$ cat config.mk
export PLATFORM = sky130hd
export DESIGN_NAME = rgb565_channel_split_scanline
export DESIGN_NICKNAME = d
export VERILOG_FILES = /design/src/hdl/rgbss_pkg.sv /design/src/hdl/rgbss_ctrl.sv /design/src/hdl/rgbss_win.sv /design/src/hdl/rgbss_dim.sv /design/src/hdl/rgb565_channel_split_scanline.sv
export VERILOG_INCLUDE_DIRS = /design/src /design/src/hdl
export SDC_FILE = /design/constraint.sdc
export NUM_CORES = 1
export LEC_CHECK = 0
export CORE_AREA = 2 2 309 311
export DETAILED_ROUTE_END_ITERATION = 12
export DIE_AREA = 0 0 311 313
export DONT_BUFFER_PORTS = 1
export PLACE_DENSITY = 0.55
export SKIP_CTS_REPAIR_TIMING = 1
export SLEW_MARGIN = 20
export SYNTH_ARGS = -nofsm -noshare
export SYNTH_HDL_FRONTEND = slang
export SYNTH_SLANG_ARGS = --single-unit
$ cat constraint.sdc
create_clock -name clk -period 14.3 [get_ports clk]
set_input_delay 1.43 -clock clk [delete_from_list [all_inputs] [get_ports clk]]
set_output_delay 1.43 -clock clk [all_outputs]
set_load 0.02 [all_outputs]
$ cat src/hdl/assert_macros.svh
// Assertion helpers, included by rgbss_ctrl.
// Both forms sample on the rising edge of clk and are off while rst_n is low.
`ifndef ASSERT_MACROS_SVH
`define ASSERT_MACROS_SVH

`ifndef NO_ASSERTIONS

// The expression holds at every clock edge.
`define AST_ALWAYS(lbl, expr) \
  lbl: assert property (@(posedge clk) disable iff (!rst_n) (expr)) \
    else $error("%m: check failed");

// When the antecedent holds, the consequent holds in the next cycle.
`define AST_NEXT(lbl, ante, cons) \
  lbl: assert property (@(posedge clk) disable iff (!rst_n) (ante) |=> (cons)) \
    else $error("%m: check failed");

`else

`define AST_ALWAYS(lbl, expr)
`define AST_NEXT(lbl, ante, cons)

`endif

`endif

$ cat src/hdl/rgbss_pkg.sv
package rgbss_pkg;

  // Window geometry.
  localparam int MAX_OFFSET = 15;
  localparam int WIN_DEPTH  = 2 * MAX_OFFSET + 1;
  localparam int AW         = $clog2(WIN_DEPTH);
  localparam int MEM_DEPTH  = 1 << AW;
  localparam int CNT_W      = $clog2(WIN_DEPTH + 1);

  // Field widths.
  localparam int PIX_W = 16;
  localparam int RED_W = 5;
  localparam int GRN_W = 6;
  localparam int BLU_W = 5;
  localparam int OFF_W = 4;
  localparam int PCT_W = 7;

  localparam int RED_MAX = (1 << RED_W) - 1;
  localparam int GRN_MAX = (1 << GRN_W) - 1;
  localparam int BLU_MAX = (1 << BLU_W) - 1;

  // Dimming arithmetic: divide by 100 through a reciprocal multiply.
  localparam int PCT_FULL  = 100;
  localparam int PROD_W    = GRN_W + PCT_W;
  localparam int DIV_SHIFT = 20;
  localparam int DIV_RECIP = (2 ** DIV_SHIFT + PCT_FULL - 1) / PCT_FULL;
  localparam int RECIP_W   = $clog2(DIV_RECIP + 1);
  localparam int SCL_W     = PROD_W + RECIP_W;
  localparam int QUO_W     = SCL_W - DIV_SHIFT;

  // Configuration registers.
  localparam int CFG_IDX_W  = 1;
  localparam int CFG_DATA_W = 7;
  localparam logic [CFG_IDX_W-1:0] REG_SPLIT_OFFSET = 1'b0;
  localparam logic [CFG_IDX_W-1:0] REG_DIM_PERCENT  = 1'b1;
  localparam logic [OFF_W-1:0]     SPLIT_OFFSET_RST = 4'd0;
  localparam logic [PCT_W-1:0]     DIM_PERCENT_RST  = 7'd78;

  // Window request from the sequencer: one write and three channel reads.
  typedef struct packed {
    logic             we;
    logic [AW-1:0]    waddr;
    logic [PIX_W-1:0] wdata;
    logic             rd;
    logic [AW-1:0]    addr_red;
    logic [AW-1:0]    addr_grn;
    logic [AW-1:0]    addr_blu;
    logic             last;
    logic             odd;
  } win_req_t;

  // Gathered channels on their way to the dimming stages.
  typedef struct packed {
    logic             valid;
    logic             last;
    logic             odd;
    logic [RED_W-1:0] red;
    logic [GRN_W-1:0] grn;
    logic [BLU_W-1:0] blu;
  } chan_t;

  // The framebuffer format holds RGB565 with its two bytes exchanged.
  function automatic logic [PIX_W-1:0] swap_bytes(input logic [PIX_W-1:0] v);
    return {v[7:0], v[15:8]};
  endfunction

endpackage

$ cat src/hdl/rgbss_ctrl.sv
`include "assert_macros.svh"

module rgbss_ctrl (
  input  logic                          clk,
  input  logic                          rst_n,
  input  logic                          in_tvalid,
  output logic                          in_tready,
  input  logic [rgbss_pkg::PIX_W-1:0]   in_tdata,
  input  logic                          in_tlast,
  input  logic                          in_tuser,
  input  logic [rgbss_pkg::OFF_W-1:0]   split_offset,
  input  logic                          issue_ready,
  output rgbss_pkg::win_req_t           req
);
  import rgbss_pkg::*;

  logic [AW-1:0]    wp_r, wp_nxt;
  logic [CNT_W-1:0] col_r, col_nxt;
  logic [CNT_W-1:0] ncol_r, ncol_nxt;
  logic [CNT_W-1:0] pend_r, pend_nxt;
  logic             odd_r, odd_nxt;
  logic             busy_r, busy_nxt;
  logic             drain_r, drain_nxt;

  logic             step_acc, step_busy, step, emit;
  logic             mode_drain, line_done, odd_use;
  logic [CNT_W-1:0] off_eff, pend_in, pend_left, dg, newest;
  logic [CNT_W-1:0] rd_raw, rd_dist, bd_dist;
  logic [AW-1:0]    base;

  // Input is taken only when no held pixels are owed to the output.
  assign in_tready = issue_ready && !busy_r;
  assign step_acc  = in_tvalid && in_tready;
  assign step_busy = busy_r && issue_ready;
  assign step      = step_acc || step_busy;

  // Distances of the three sources from the newest held pixel.
  always_comb begin
    off_eff = (CNT_W'(split_offset) > CNT_W'(MAX_OFFSET)) ? CNT_W'(MAX_OFFSET)
                                                          : CNT_W'(split_offset);
    pend_in    = step_acc ? pend_r + CNT_W'(1) : pend_r;
    emit       = step_busy || (step_acc && (pend_in > off_eff || in_tlast));
    pend_left  = pend_in - CNT_W'(emit);
    dg         = pend_in - CNT_W'(1);
    newest     = step_acc ? col_r : ncol_r;
    rd_raw     = dg + off_eff;
    rd_dist    = (rd_raw > newest) ? newest : rd_raw;
    bd_dist    = (dg >= off_eff) ? dg - off_eff : '0;
    base       = step_acc ? wp_r : wp_r - AW'(1);
    mode_drain = step_acc ? in_tlast : drain_r;
    line_done  = emit && mode_drain && (pend_left == '0);
    odd_use    = (step_acc && in_tuser) ? 1'b0 : odd_r;
  end

  // Request to the window memories.
  always_comb begin
    req.we       = step_acc;
    req.waddr    = wp_r;
    req.wdata    = in_tdata;
    req.rd       = emit;
    req.addr_red = base - rd_dist[AW-1:0];
    req.addr_grn = base - dg[AW-1:0];
    req.addr_blu = base - bd_dist[AW-1:0];
    req.last     = line_done;
    req.odd      = odd_use;
  end

  // Line and row bookkeeping.
  always_comb begin
    wp_nxt    = wp_r;
    col_nxt   = col_r;
    ncol_nxt  = ncol_r;
    pend_nxt  = pend_r;
    odd_nxt   = odd_r;
    busy_nxt  = busy_r;
    drain_nxt = drain_r;
    if (step) begin
      pend_nxt  = pend_left;
      drain_nxt = mode_drain;
      busy_nxt  = mode_drain ? (pend_left != '0) : (pend_left > off_eff);
      odd_nxt   = odd_use ^ line_done;
    end
    if (step_acc) begin
      wp_nxt   = wp_r + AW'(1);
      ncol_nxt = col_r;
      if (in_tlast) begin
        col_nxt = '0;
      end else if (col_r < CNT_W'(WIN_DEPTH)) begin
        col_nxt = col_r + CNT_W'(1);
      end
    end
  end

  always_ff @(posedge clk) begin
    if (!rst_n) begin
      wp_r    <= '0;
      col_r   <= '0;
      ncol_r  <= '0;
      pend_r  <= '0;
      odd_r   <= 1'b0;
      busy_r  <= 1'b0;
      drain_r <= 1'b0;
    end else begin
      wp_r    <= wp_nxt;
      col_r   <= col_nxt;
      ncol_r  <= ncol_nxt;
      pend_r  <= pend_nxt;
      odd_r   <= odd_nxt;
      busy_r  <= busy_nxt;
      drain_r <= drain_nxt;
    end
  end

  // The number of held pixels never exceeds the largest offset.
  `AST_ALWAYS(a_pend_bound, pend_r <= CNT_W'(MAX_OFFSET))
  // Input is only held off by busy while something is still owed.
  `AST_ALWAYS(a_busy_pend, !busy_r || pend_r != '0)
  // The last drained pixel frees the input and leaves the column count at zero.
  `AST_NEXT(a_drain_exit, step_busy && drain_r && pend_r == CNT_W'(1), !busy_r && col_r == '0)

endmodule

$ cat src/hdl/rgbss_win.sv
module rgbss_win (
  input  logic                clk,
  input  logic                rst_n,
  input  rgbss_pkg::win_req_t req,
  output logic                issue_ready,
  input  logic                dim_ready,
  output rgbss_pkg::chan_t    s1
);
  import rgbss_pkg::*;

  // One narrow memory per channel, each with its own read address.
  logic [RED_W-1:0] mem_red_r [MEM_DEPTH];
  logic [GRN_W-1:0] mem_grn_r [MEM_DEPTH];
  logic [BLU_W-1:0] mem_blu_r [MEM_DEPTH];

  logic [PIX_W-1:0] wsw;
  logic [RED_W-1:0] w_red, q_red_r, wd_red_r;
  logic [GRN_W-1:0] w_grn, q_grn_r, wd_grn_r;
  logic [BLU_W-1:0] w_blu, q_blu_r, wd_blu_r;
  logic             byp_red_r, byp_grn_r, byp_blu_r;
  logic             s1_v_r, s1_last_r, s1_odd_r;
  logic             en1;

  assign en1         = !s1_v_r || dim_ready;
  assign issue_ready = en1;

  // Split the incoming pixel into its channels.
  assign wsw   = swap_bytes(req.wdata);
  assign w_red = wsw[PIX_W-1 -: RED_W];
  assign w_grn = wsw[BLU_W +: GRN_W];
  assign w_blu = wsw[BLU_W-1:0];

  always_ff @(posedge clk) begin
    if (req.we) begin
      mem_red_r[req.waddr] <= w_red;
      mem_grn_r[req.waddr] <= w_grn;
      mem_blu_r[req.waddr] <= w_blu;
    end
  end

  // Registered reads; a read of the entry written in the same cycle
  // takes the new pixel instead.
  always_ff @(posedge clk) begin
    if (en1) begin
      q_red_r   <= mem_red_r[req.addr_red];
      q_grn_r   <= mem_grn_r[req.addr_grn];
      q_blu_r   <= mem_blu_r[req.addr_blu];
      byp_red_r <= req.we && (req.waddr == req.addr_red);
      byp_grn_r <= req.we && (req.waddr == req.addr_grn);
      byp_blu_r <= req.we && (req.waddr == req.addr_blu);
      wd_red_r  <= w_red;
      wd_grn_r  <= w_grn;
      wd_blu_r  <= w_blu;
      s1_last_r <= req.last;
      s1_odd_r  <= req.odd;
    end
  end

  always_ff @(posedge clk) begin
    if (!rst_n) begin
      s1_v_r <= 1'b0;
    end else if (en1) begin
      s1_v_r <= req.rd;
    end
  end

  always_comb begin
    s1.valid = s1_v_r;
    s1.last  = s1_last_r;
    s1.odd   = s1_odd_r;
    s1.red   = byp_red_r ? wd_red_r : q_red_r;
    s1.grn   = byp_grn_r ? wd_grn_r : q_grn_r;
    s1.blu   = byp_blu_r ? wd_blu_r : q_blu_r;
  end

endmodule

$ cat src/hdl/rgbss_dim.sv
module rgbss_dim (
  input  logic                        clk,
  input  logic                        rst_n,
  input  rgbss_pkg::chan_t            s1,
  input  logic [rgbss_pkg::PCT_W-1:0] dim_percent,
  output logic                        dim_ready,
  output logic                        out_tvalid,
  input  logic                        out_tready,
  output logic [rgbss_pkg::PIX_W-1:0] out_tdata,
  output logic                        out_tlast
);
  import rgbss_pkg::*;

  logic [PCT_W-1:0]  factor;
  logic [PROD_W-1:0] prod_red_r, prod_grn_r, prod_blu_r;
  logic              s2_v_r, s2_last_r;
  logic              out_valid_r, out_last_r;
  logic [PIX_W-1:0]  out_pixel_r, out_pixel_nxt;
  logic [GRN_W-1:0]  q_red, q_grn, q_blu;
  logic              en2, en3;

  // Divide by 100 with a reciprocal multiply, then clip to the channel top.
  function automatic logic [GRN_W-1:0] scale(input logic [PROD_W-1:0] p,
                                             input logic [GRN_W-1:0]  top);
    logic [SCL_W-1:0] full;
    logic [QUO_W-1:0] quo;
    full = SCL_W'(p) * SCL_W'(DIV_RECIP);
    quo  = full[SCL_W-1:DIV_SHIFT];
    return (quo > QUO_W'(top)) ? top : quo[GRN_W-1:0];
  endfunction

  assign en3       = !out_valid_r || out_tready;
  assign en2       = !s2_v_r || en3;
  assign dim_ready = en2;

  // Even rows multiply by the full percentage, which leaves a channel as it is.
  assign factor = s1.odd ? dim_percent : PCT_W'(PCT_FULL);

  always_ff @(posedge clk) begin
    if (en2) begin
      prod_red_r <= PROD_W'(s1.red) * PROD_W'(factor);
      prod_grn_r <= PROD_W'(s1.grn) * PROD_W'(factor);
      prod_blu_r <= PROD_W'(s1.blu) * PROD_W'(factor);
      s2_last_r  <= s1.last;
    end
  end

  // Scaled channels repacked into the byte-swapped format.
  always_comb begin
    q_red         = scale(prod_red_r, GRN_W'(RED_MAX));
    q_grn         = scale(prod_grn_r, GRN_W'(GRN_MAX));
    q_blu         = scale(prod_blu_r, GRN_W'(BLU_MAX));
    out_pixel_nxt = swap_bytes({q_red[RED_W-1:0], q_grn, q_blu[BLU_W-1:0]});
  end

  always_ff @(posedge clk) begin
    if (en3) begin
      out_pixel_r <= out_pixel_nxt;
      out_last_r  <= s2_last_r;
    end
  end

  always_ff @(posedge clk) begin
    if (!rst_n) begin
      s2_v_r      <= 1'b0;
      out_valid_r <= 1'b0;
    end else begin
      if (en2) begin
        s2_v_r <= s1.valid;
      end
      if (en3) begin
        out_valid_r <= s2_v_r;
      end
    end
  end

  assign out_tvalid = out_valid_r;
  assign out_tdata  = out_pixel_r;
  assign out_tlast  = out_last_r;

endmodule

$ cat src/hdl/rgb565_channel_split_scanline.sv
// Channel  Ports           Payload
// in       in_t*           tdata: pixel_in[15:0]; tlast: line_end; tuser: frame_start
// out      out_t*          tdata: pixel_out[15:0]; tlast: line_last
// cfg      cfg_*           index 0: split_offset[3:0]; index 1: dim_percent[6:0]
//
// One pixel per clock in steady state unless the output stalls; a result is
// registered at the window read, then the products, then the output register.
// At a line end, and after the offset shrinks, the held pixels leave one per
// cycle through the shared window read unless the output stalls; input waits.
// Reset is synchronous, active low; it clears the counters and the pipeline
// valid bits and takes no clearing pass over the window memories.
// A stalled output holds all stages behind it; empty stages close up first.
module rgb565_channel_split_scanline (
  input  logic                             clk,
  input  logic                             rst_n,
  input  logic                             in_tvalid,
  output logic                             in_tready,
  input  logic [rgbss_pkg::PIX_W-1:0]      in_tdata,   // [15:0] pixel_in
  input  logic                             in_tlast,
  input  logic                             in_tuser,   // [0] frame_start
  output logic                             out_tvalid,
  input  logic                             out_tready,
  output logic [rgbss_pkg::PIX_W-1:0]      out_tdata,  // [15:0] pixel_out
  output logic                             out_tlast,
  input  logic                             cfg_valid,
  output logic                             cfg_ready,
  input  logic [rgbss_pkg::CFG_IDX_W-1:0]  cfg_index,
  input  logic [rgbss_pkg::CFG_DATA_W-1:0] cfg_data
);
  import rgbss_pkg::*;

  logic [OFF_W-1:0] split_offset_r;
  logic [PCT_W-1:0] dim_percent_r;
  win_req_t         req;
  chan_t            s1;
  logic             issue_ready, dim_ready;

  // Configuration writes are always taken.
  assign cfg_ready = 1'b1;

  always_ff @(posedge clk) begin
    if (!rst_n) begin
      split_offset_r <= SPLIT_OFFSET_RST;
      dim_percent_r  <= DIM_PERCENT_RST;
    end else if (cfg_valid) begin
      case (cfg_index)
        REG_SPLIT_OFFSET: split_offset_r <= cfg_data[OFF_W-1:0];
        REG_DIM_PERCENT:  dim_percent_r  <= cfg_data[PCT_W-1:0];
        default: ;
      endcase
    end
  end

  // Sequencer: line counters and window addressing.
  rgbss_ctrl u_ctrl (
    .clk          (clk),
    .rst_n        (rst_n),
    .in_tvalid    (in_tvalid),
    .in_tready    (in_tready),
    .in_tdata     (in_tdata),
    .in_tlast     (in_tlast),
    .in_tuser     (in_tuser),
    .split_offset (split_offset_r),
    .issue_ready  (issue_ready),
    .req          (req)
  );

  // Pixel window and channel gather.
  rgbss_win u_win (
    .clk         (clk),
    .rst_n       (rst_n),
    .req         (req),
    .issue_ready (issue_ready),
    .dim_ready   (dim_ready),
    .s1          (s1)
  );

  // Scanline dimming and output register.
  rgbss_dim u_dim (
    .clk         (clk),
    .rst_n       (rst_n),
    .s1          (s1),
    .dim_percent (dim_percent_r),
    .dim_ready   (dim_ready),
    .out_tvalid  (out_tvalid),
    .out_tready  (out_tready),
    .out_tdata   (out_tdata),
    .out_tlast   (out_tlast)
  );

endmodule
* Word-level counts from Yosys, hierarchy flattened
Memory sizes are Yosys's and may differ from the RTL's. A register that Yosys moved wholly into a read port is not among the register bits. Cells that the tools add are included.
Storage, ports and cells: bits in registers 113, RAM bits 512, input port bits 31, output and inout bits 20, logic and storage cells 103, memories 3
Memory list:
- u_win.mem_grn_r | depth 32, bits a word 6, rd ports 1, clocked after memory_dff 1, wr ports 1, RTL line rgbss_win.sv:13 | logic [GRN_W-1:0] mem_grn_r [MEM_DEPTH];
- u_win.mem_blu_r | depth 32, bits a word 5, rd ports 1, clocked after memory_dff 1, wr ports 1, RTL line rgbss_win.sv:14 | logic [BLU_W-1:0] mem_blu_r [MEM_DEPTH];
- u_win.mem_red_r | depth 32, bits a word 5, rd ports 1, clocked after memory_dff 1, wr ports 1, RTL line rgbss_win.sv:12 | logic [RED_W-1:0] mem_red_r [MEM_DEPTH];
Operators by class: add/sub/neg operators 11, multiply operators 6, $lt $le $gt $ge 8, equality and inequality tests 3, multiplexer cells 16, bitwise operators 2, reduce and logical (&&, ||, !) cells 26
Operators by type and width (count):
- multiplier 12 x 13 -> 25 bit (second input constant) | 2
- two-way mux 5 bit | 9
- multiplier 13 x 13 -> 26 bit (second input constant) | 1
- multiplier 5 x 7 -> 12 bit | 2
- adder 5 x 1 -> 5 bit (second input constant) | 3
- == test 5 bit | 3
- subtractor 5 bit | 3
- greater-than comparator 7 x 5 -> 1 bit (second input constant) | 2
- multiplier 6 x 7 -> 13 bit | 1
- greater-than comparator 5 x 4 -> 1 bit | 2
- logical AND 1 bit | 10
- subtractor 5 x 1 -> 5 bit (second input constant) | 2
- greater-than comparator 7 x 6 -> 1 bit (second input constant) | 1
- two-way mux 7 bit | 1
- logical OR 1 bit | 6
- two-way mux 6 bit | 1
- AND reduction 2 bit | 3
- adder 5 x 4 -> 5 bit | 1
- greater-or-equal comparator 5 x 4 -> 1 bit | 1
- greater-than comparator 5 bit | 1
- zero test 5 bit | 1
- < comparator 5 bit (second input constant) | 1
- two-way mux 1 bit | 5
- nonzero test 5 bit | 1
- 6 further kinds | 9

* Longest topological paths before layout
Gate-level depths: netlist (run 1).
depth after elaboration 15, gate-level depth with buffers 30

* Hierarchy
A second synthesis (run 1) with hierarchy kept.
Second synthesis, totals: cell total of the unflattened synthesis 2611, area, all modules 37867.6 µm²
By module, submodules not included:
- rgbss_win | instances 1, cells each 862, area an instance 21164.0 µm², seq. area each 16505.8 µm²
- rgbss_dim | instances 1, cells each 1378, area an instance 13611.8 µm², seq. area each 1691.6 µm²
- rgbss_ctrl | instances 1, cells each 320, area an instance 2637.5 µm², seq. area each 460.4 µm²
- rgb565_channel_split_scanline | instances 1, cells each 51, area an instance 454.2 µm², seq. area each 220.2 µm²

* Worst setup path before layout (run 1)
No wires, ideal clock.
path kind input to register, from input port out_tready, to register u_win.q_red_r[0] (read register of u_win.mem_red_r) (data pin), setup time 0.260 ns, data arrival time 7.278 ns, slack 6.762 ns, stages on the path 26, cell sequence and4b_1 > buf_6 > nor2_4 > clkbuf_1 > clkbuf_1 > a21oi_1 > ha_1 > inv_1 > fa_1 > a21oi_1 > nor2_1 > nor2_1 > xnor3_2 > ha_1 > nand2_1 > o22ai_1 > a21oi_2 > a21oi_1 > ha_1 > fa_1 > clkbuf_1 > clkbuf_1 > mux4_2 > mux2i_1 > a21oi_1 > mux2_4
Between the ends: longest elaborated chain between the ends 11, elaborated cells on any way between the ends 13
Ends and longest elaborated chain:
- start: declaration | RTL line rgb565_channel_split_scanline.sv:22 | input logic out_tready,
- logical OR 1 bit (*) | RTL line rgbss_dim.sv:32 | assign en3 = !out_valid_r || out_tready;
- logical OR 1 bit (*) | RTL line rgbss_dim.sv:33 | assign en2 = !s2_v_r || en3;
- logical OR 1 bit (*) | RTL line rgbss_win.sv:24 | assign en1 = !s1_v_r || dim_ready;
- logical AND 1 bit | RTL line rgbss_ctrl.sv:32 | assign in_tready = issue_ready && !busy_r;
- logical AND 1 bit | RTL line rgbss_ctrl.sv:33 | assign step_acc = in_tvalid && in_tready;
- two-way mux 5 bit | RTL line rgbss_ctrl.sv:41 | pend_in = step_acc ? pend_r + CNT_W'(1) : pend_r;
- subtractor 5 x 1 -> 5 bit | RTL line rgbss_ctrl.sv:44 | dg = pend_in - CNT_W'(1);
- adder 5 x 4 -> 5 bit | RTL line rgbss_ctrl.sv:46 | rd_raw = dg + off_eff;
- greater-than comparator 5 bit | RTL line rgbss_ctrl.sv:47 | rd_dist = (rd_raw > newest) ? newest : rd_raw;
- two-way mux 5 bit | RTL line rgbss_ctrl.sv:47
- subtractor 5 bit | RTL line rgbss_ctrl.sv:61 | req.addr_red = base - rd_dist[AW-1:0];
- end: declaration | RTL line rgbss_win.sv:17 | logic [RED_W-1:0] w_red, q_red_r, wd_red_r;
Mark *: on every way between the ends. The rest lies on a longest branch, timed or not. A chain may end at the register's enable or synchronous reset.

* Worst setup path in the final report (run 1)
from input port out_tready, to register u_win.q_red_r[4] (read register of u_win.mem_red_r) (data pin)
Same word-level chain as after synthesis.

==> out/summary.txt, run 1 <==
outcome = finished clean
antenna-violating nets left = 0
FF-to-FF End = u_win.q_red_r[4]
Sum Neg Setup Slack = 0 ps
total track usage = 0.170
via count = 20200
final clock skew = 42.1 ps
CTS tree = built
hold slack = 457 ps
headroom to the max-slew limit = 0.321
Final Instance Area = 41600 um2
via density per instance = 5.13
top cells by area, synth = edfxtp_1 (49%), ha_1 (12%), fa_1 (11%)
placed instance area = 39200 um2
Area growth syn-to-layout = 11.4%
DRC = 0
nets = 3212
Final Slew Violations = 0
chip width = 311 um
Critical Path Sink Type = register
Fmax achieved = 122 MHz
startpoint types = input port
Buffers on Ports = 0
Antenna Cells = 0
GP Congestion = 0.860
Max Root-Sink Buffers = 3
post-synthesis register bit count = 641
Hold Crit Class = register to register
CP max FO = 43
dominant cell type by area after synthesis = edfxtp_1
vias in the first global route = 21900
CORE AREA = 94200 um2
Num CTS Buffers = 73
Synth top area share = 0.485
hold depth = 0
Yosys cell types = 81
Worst Path Required = 14670 ps
first-pass GRT wire length = 128000 um
EDFF count, synth = 604
pin count of the biggest net entering global routing = 50
# IOs = 51
Die Ht = 313 um
full die area = 97300 um2
Worst Path Arrival = 8560 ps
Initial Utilization = 0.397
final hold viol count = 0
cell area after synthesis = 37400 um2
WL/cell = 20.4 um
worst r2r src = u_dim.out_tvalid
hold wc startpoint = u_win.s1_last_r
RSZ-0062 raised after global routing = no
share of layout cells above drive strength 1 = 0.145
Final Cycle Share = 0.572
row count = 113
R2R setup slack = 6520 ps
total grt overflow = 0
hpwl dp = 56300 um
YS warnings = 0
Mapped Cells = 2572
path depth of the worst reg2reg path = 25
Final setup viols = 0
CTS Sinks = 641
Mapped Nets = 3163
first-pass iteration count of the detailed router = 5
sequential area share after synthesis = 0.505
end of the worst hold path = u_dim.s2_last_r
wirelength, routed = 80400 um
worst-margin pin slew = 991 ps
clk_lat worst skew = 630 ps
number of max-cap violations = 0
dominant synthesized flop cell = edfxtp_1
number of DRC markers in iteration 0 = 1361
initial antenna violation count = 3
Clk pin slew, worst setup/hold paths = 60 ps
shortest period the worst path allows = 8190 ps
H-tree depth = 3
clk root buf = clkbuf_16
Mapped Avg Cell Area = 14.5 um2
asr flop ratio synth = 0
critical path class = input port to register
cell families after synthesis:
| kind of cell | synth area share |
|---|---|
| compound gates | 0.0407 |
| simple gates | 0.0520 |
| flops | 0.505 |
| xor+xnor | 0.0231 |
| fa+ha+maj | 0.229 |
| buf+inv | 0.0446 |
| mux | 0.106 |
| other cells | 0.000100 |
synthesized netlist by cell type (11+ instances only):
cell,n
a211oi_1,22
and2_1,21
nor2_1,119
nor3_1,12
nand2b_1,21
mux2i_1,41
inv_1,363
buf_2,14
edfxtp_1,604
xor2_1,37
mux4_2,140
fa_1,205
o21bai_1,12
nand4_1,14
nand3_1,20
nand2_1,113
xnor2_1,38
a21oi_1,85
mux2_2,18
nor2b_1,46
clkbuf_1,46
dfxtp_1,37
a21o_1,29
mux2_4,11
ha_1,355
o21ai_0,36
worst max path at each step:
| stage | start | end | depth (start not counted) |
|---|---|---|---|
| final | out_tready | u_win.q_red_r[4] | 25 |
| after global placement | out_tready | u_win.q_red_r[4] | 25 |
| after global routing | out_tready | u_win.q_red_r[4] | 24 |
| after floorplan | out_tready | u_win.q_red_r[0] | 26 |
| after detailed placement | out_tready | u_win.q_red_r[4] | 25 |
| after CTS | out_tready | u_win.q_red_r[4] | 25 |
cell usage in the layout, fill, tap and decap left out, drive strengths merged, types with 22 or more instances in the layout:
cell type	n
mux2i	42
inv	366
clkinv	27
nand2	114
buf	46
dfxtp	37
fa	205
nor2	120
xor2	41
nor2b	46
xnor2	41
mux4	140
edfxtp	604
o21ai	39
mux2	29
a21o	29
clkbuf	89
ha	355
a211oi	22
a21oi	86
through the flow:
stage	setup slack [ps]	instances	util
after floorplan	6760	2572	-
after global placement	5690	3811	0.416
after detailed placement	5420	3811	0.416
after CTS	6110	3944	0.442
after global routing	5550	3944	0.442
final	6110	3944	0.442
flip-flops by register name (all words and copies together) (netlist names), 6 cells and up:
| register | flops |
|---|---|
| dim_percent_r | 7 |
| u_dim.out_tdata | 16 |
| u_dim.prod_blu_r | 12 |
| u_dim.prod_grn_r | 13 |
| u_dim.prod_red_r | 12 |
| u_win.mem_blu_r | 160 |
| u_win.mem_grn_r | 192 |
| u_win.mem_red_r | 160 |
| u_win.q_grn_r | 6 |
| u_win.wd_grn_r | 6 |
area by class of cell:
type	count	area, um2
Fill cell	8444	52500
Sequential cell	641	18900
Multi-Input combinational cell	1495	17000
Clock buffer	89	1940
Tap cell	1265	1580
Inverter	364	1370
Clock inverter	44	544
Timing Repair Buffer	46	349
per-layer routing:
metal	track usage	share of wire	wire, um
met1	0.223	0.44	35500
met5	0	0	0
met2	0.298	0.50	40500
met4	0.0426	0.020	1580
met3	0.0246	0.035	2790
worst max-delay path, cell delays in order:
cell and delay, ps:
and4b_1 280, inv_4 500, nand2_1 630, xnor2_1 390, inv_1 160, ha_1 440, inv_1 130, fa_1 450
a21oi_1 180, nor2_1 60, nor2_1 110, xnor3_2 310, ha_1 310, nand2_1 70, o22ai_1 80, a21oi_2 370
a21oi_1 160, ha_2 220, fa_2 520, buf_4 500, mux4_2 400, nor2b_1 140, a211oi_1 260, a21oi_1 110
mux2_4 280
Power of run 1 is not shown: default switching activity piles up to over one toggle a cycle in this logic, so the estimate is an artifact.
==> run 2: changes to the inputs <==
Settings changed: ABC_AREA from default to 1, CORE_AREA 2 2 309 311 to 2 2 315 317, DIE_AREA 0 0 311 313 to 0 0 317 319.
Clock period 14.3 ns to 8.2 ns, I/O delays scaled along.
==> out/summary.txt, run 2 <==
outcome = finished clean
EDFF count, synth = 604 (unchanged)
Buffers on Ports = 0 (unchanged)
shortest period the worst path allows = 7400 ps
startpoint types = register
Filler cells = 9138 (+8.2%)
Antenna Cells = 0 (unchanged)
Final Cycle Share = 0.903
worst-margin pin slew = 1040 ps (+46.2 ps)
pin count of the biggest net entering global routing = 83 (+66%)
max FFs per register = 192 (unchanged)
Worst Path Required = 8590 ps (-6080 ps)
clk root buf = clkbuf_16
Post-Layout Cell Count = 4922 (+25%)
CP top delay family = simple AND/OR/NAND/NOR gates
Sum Neg Setup Slack = 0 ps (unchanged)
Fmax achieved = 135 MHz
Hold Crit Class = input port to register
Final Slew Violations = 0 (unchanged)
Placed Cells = 4790 (+26%)
Mapped Cells = 3575 (+39%)
YS warnings = 0 (unchanged)
number of DRC markers in iteration 0 = 1713 (+26%)
dominant cell type by area after synthesis = edfxtp_1
Biggest register = u_win.mem_grn_r
CTS Sinks = 641 (unchanged)
most frequent cells after synthesis = edfxtp_1 (604), nand2_1 (487), inv_1 (479)
post-synthesis register bit count = 641 (unchanged)
GP Congestion = 0.849 (-1.3%)
hpwl dp = 63500 um (+13%)
placed instance area = 40600 um2 (+3.6%)
dominant synthesized flop cell = edfxtp_1
CP max FO = 52 (+21%)
WL/cell = 19.0 um (-6.7%)
asr flop ratio synth = 0 (unchanged)
most frequent cells in the layout = edfxtp_1 (604), nand2_1 (486), inv_1 (479)
Worst Path Arrival = 7790 ps (-770 ps)
clk_lat worst skew = 640 ps (about the same)
CORE AREA = 97700 um2 (+3.8%)
RSZ-0062 raised after global routing = no
antenna-violating nets left = 0 (unchanged)
first-pass GRT wire length = 145000 um (+13%)
biggest registers after layout = u_win.mem_grn_r: 192 flops, u_win.mem_blu_r: 160 flops, u_win.mem_red_r: 160 flops
wirelength, routed = 93700 um (+16%)
total grt overflow = 0 (unchanged)
Final Instance Area = 42900 um2 (+3.1%)
initial antenna violation count = 3 (unchanged)
Yosys cell types = 64 (-21%)
Slowest-stage cell, CP = ha_2
chip width = 317 um (+1.9%)
CTS tree = built
Mapped Nets = 4166 (+32%)
Initial Utilization = 0.399 (+0.00156)
Clk pin slew, worst setup/hold paths = 60 ps (about the same)
DRC = 0 (unchanged)
first-pass iteration count of the detailed router = 5 (unchanged)
vias in the first global route = 25000 (+14%)
headroom to the max-slew limit = 0.301 (-0.0192)
Synth top area share = 0.466 (-0.0194)
# IOs = 51 (unchanged)
via density per instance = 5.08 (-1.1%)
sequential area share after synthesis = 0.485 (-0.0202)
row count = 115 (+1.8%)
cell area after synthesis = 38900 um2 (+4.2%)
post-place setup slack = 463 ps (-4960 ps)
final hold viol count = 0 (unchanged)
most common cell after layout, fill and taps aside = edfxtp_1
top-count cell post-synth = edfxtp_1
Area growth syn-to-layout = 10.3%
Crit path top cell by count = nand2_1
Critical Path Sink Type = register
critical path class = register to register
number of max-cap violations = 0 (unchanged)
full die area = 101000 um2 (+3.9%)
H-tree depth = 3 (unchanged)
via count = 25000 (+23%)
total track usage = 0.188 (+0.0173)
Die Ht = 319 um (+1.9%)
top cells by area, synth = edfxtp_1 (47%), ha_1 (11%), fa_1 (11%)
Mapped Avg Cell Area = 10.9 um2 (-25%)
nets = 4172 (+30%)
Final setup viols = 0 (unchanged)
Num CTS Buffers = 76 (+4.1%)
final clock skew = 35.4 ps (-6.71 ps)
CP peak stage delay = 730 ps (+100 ps)
Max Root-Sink Buffers = 3 (unchanged)
Bufs and invs on worst path = 8 (+4)
post-layout worst setup margin = 799 ps (-5320 ps)
share of layout cells above drive strength 1 = 0.0894 (-0.0558)
-- run 2: changes by cell type in the layout (fill, tap and decap cells not counted), moves of 23 or more --
cell     change
mux4_2     -140
o21ai_0    +152
mux2i_1     -38
mux2_2      +42
nand3_1    +132
a21oi_1     +87
nand2_1    +374
nor2b_1     -46
nor2_1     +288
xnor2_1     -23
inv_1      +116
o32ai_1     +80
-- run 2: metal layers --
metal  GRT usage  vias up  share of wire
li1            -    12200              -
met1       0.255    12200           0.45
met2       0.310      482           0.48
met3      0.0274      135          0.042
met4      0.0559        4          0.027
met5           0        -        0.00025
-- run 2: worst paths after layout --
kind                    startpoint  depth (start not counted)  slack, ps                endpoint
hold reg to reg    u_win.s1_last_r                          0        420         u_dim.s2_last_r
setup / recovery  u_dim.out_tvalid                         33        800        u_win.q_red_r[3]
hold / removal         in_tdata[0]                          0        270  u_win.mem_grn_r[31][3]
setup reg to reg  u_dim.out_tvalid                         33        800        u_win.q_red_r[3]
-- run 2: kinds of logic (layout without fill, tap and decap cells) --
logic type | Yosys count | after routing | share of synthesized area
AND/OR/NAND/NOR | 1153 | 1153 | 0.128
flip-flops | 641 | 641 | 0.485
buffers and inverters | 607 | 667 | 0.0604
AO/OA/AOI/OAI | 495 | 495 | 0.0756
XOR/XNOR | 55 | 55 | 0.0135
adder cells (fa/ha/maj) | 560 | 560 | 0.219
other | 1 | 1 | 0.0000963
multiplexers | 63 | 63 | 0.0181
-- run 2: cell type report --
class | count | area (um2) | area share
timing repair buffer | 42 | 328 | 0.00763
clock inverter | 37 | 362 | 0.00842
sequential | 641 | 18900 | 0.440
inverter | 493 | 1860 | 0.0432
multi-input combinational | 2327 | 17900 | 0.417
clock buffer | 95 | 2000 | 0.0467
tap | 1287 | 1610 | 0.0375
-- run 2: metrics by stage --
step | util | hold slack, ps
floorplan | - | 400
global placement | 0.415 | 419
detailed placement | 0.415 | 419
CTS | 0.440 | 236
global route | 0.440 | 247
finish | 0.440 | 275
Power of run 2 is left out for the same reason.
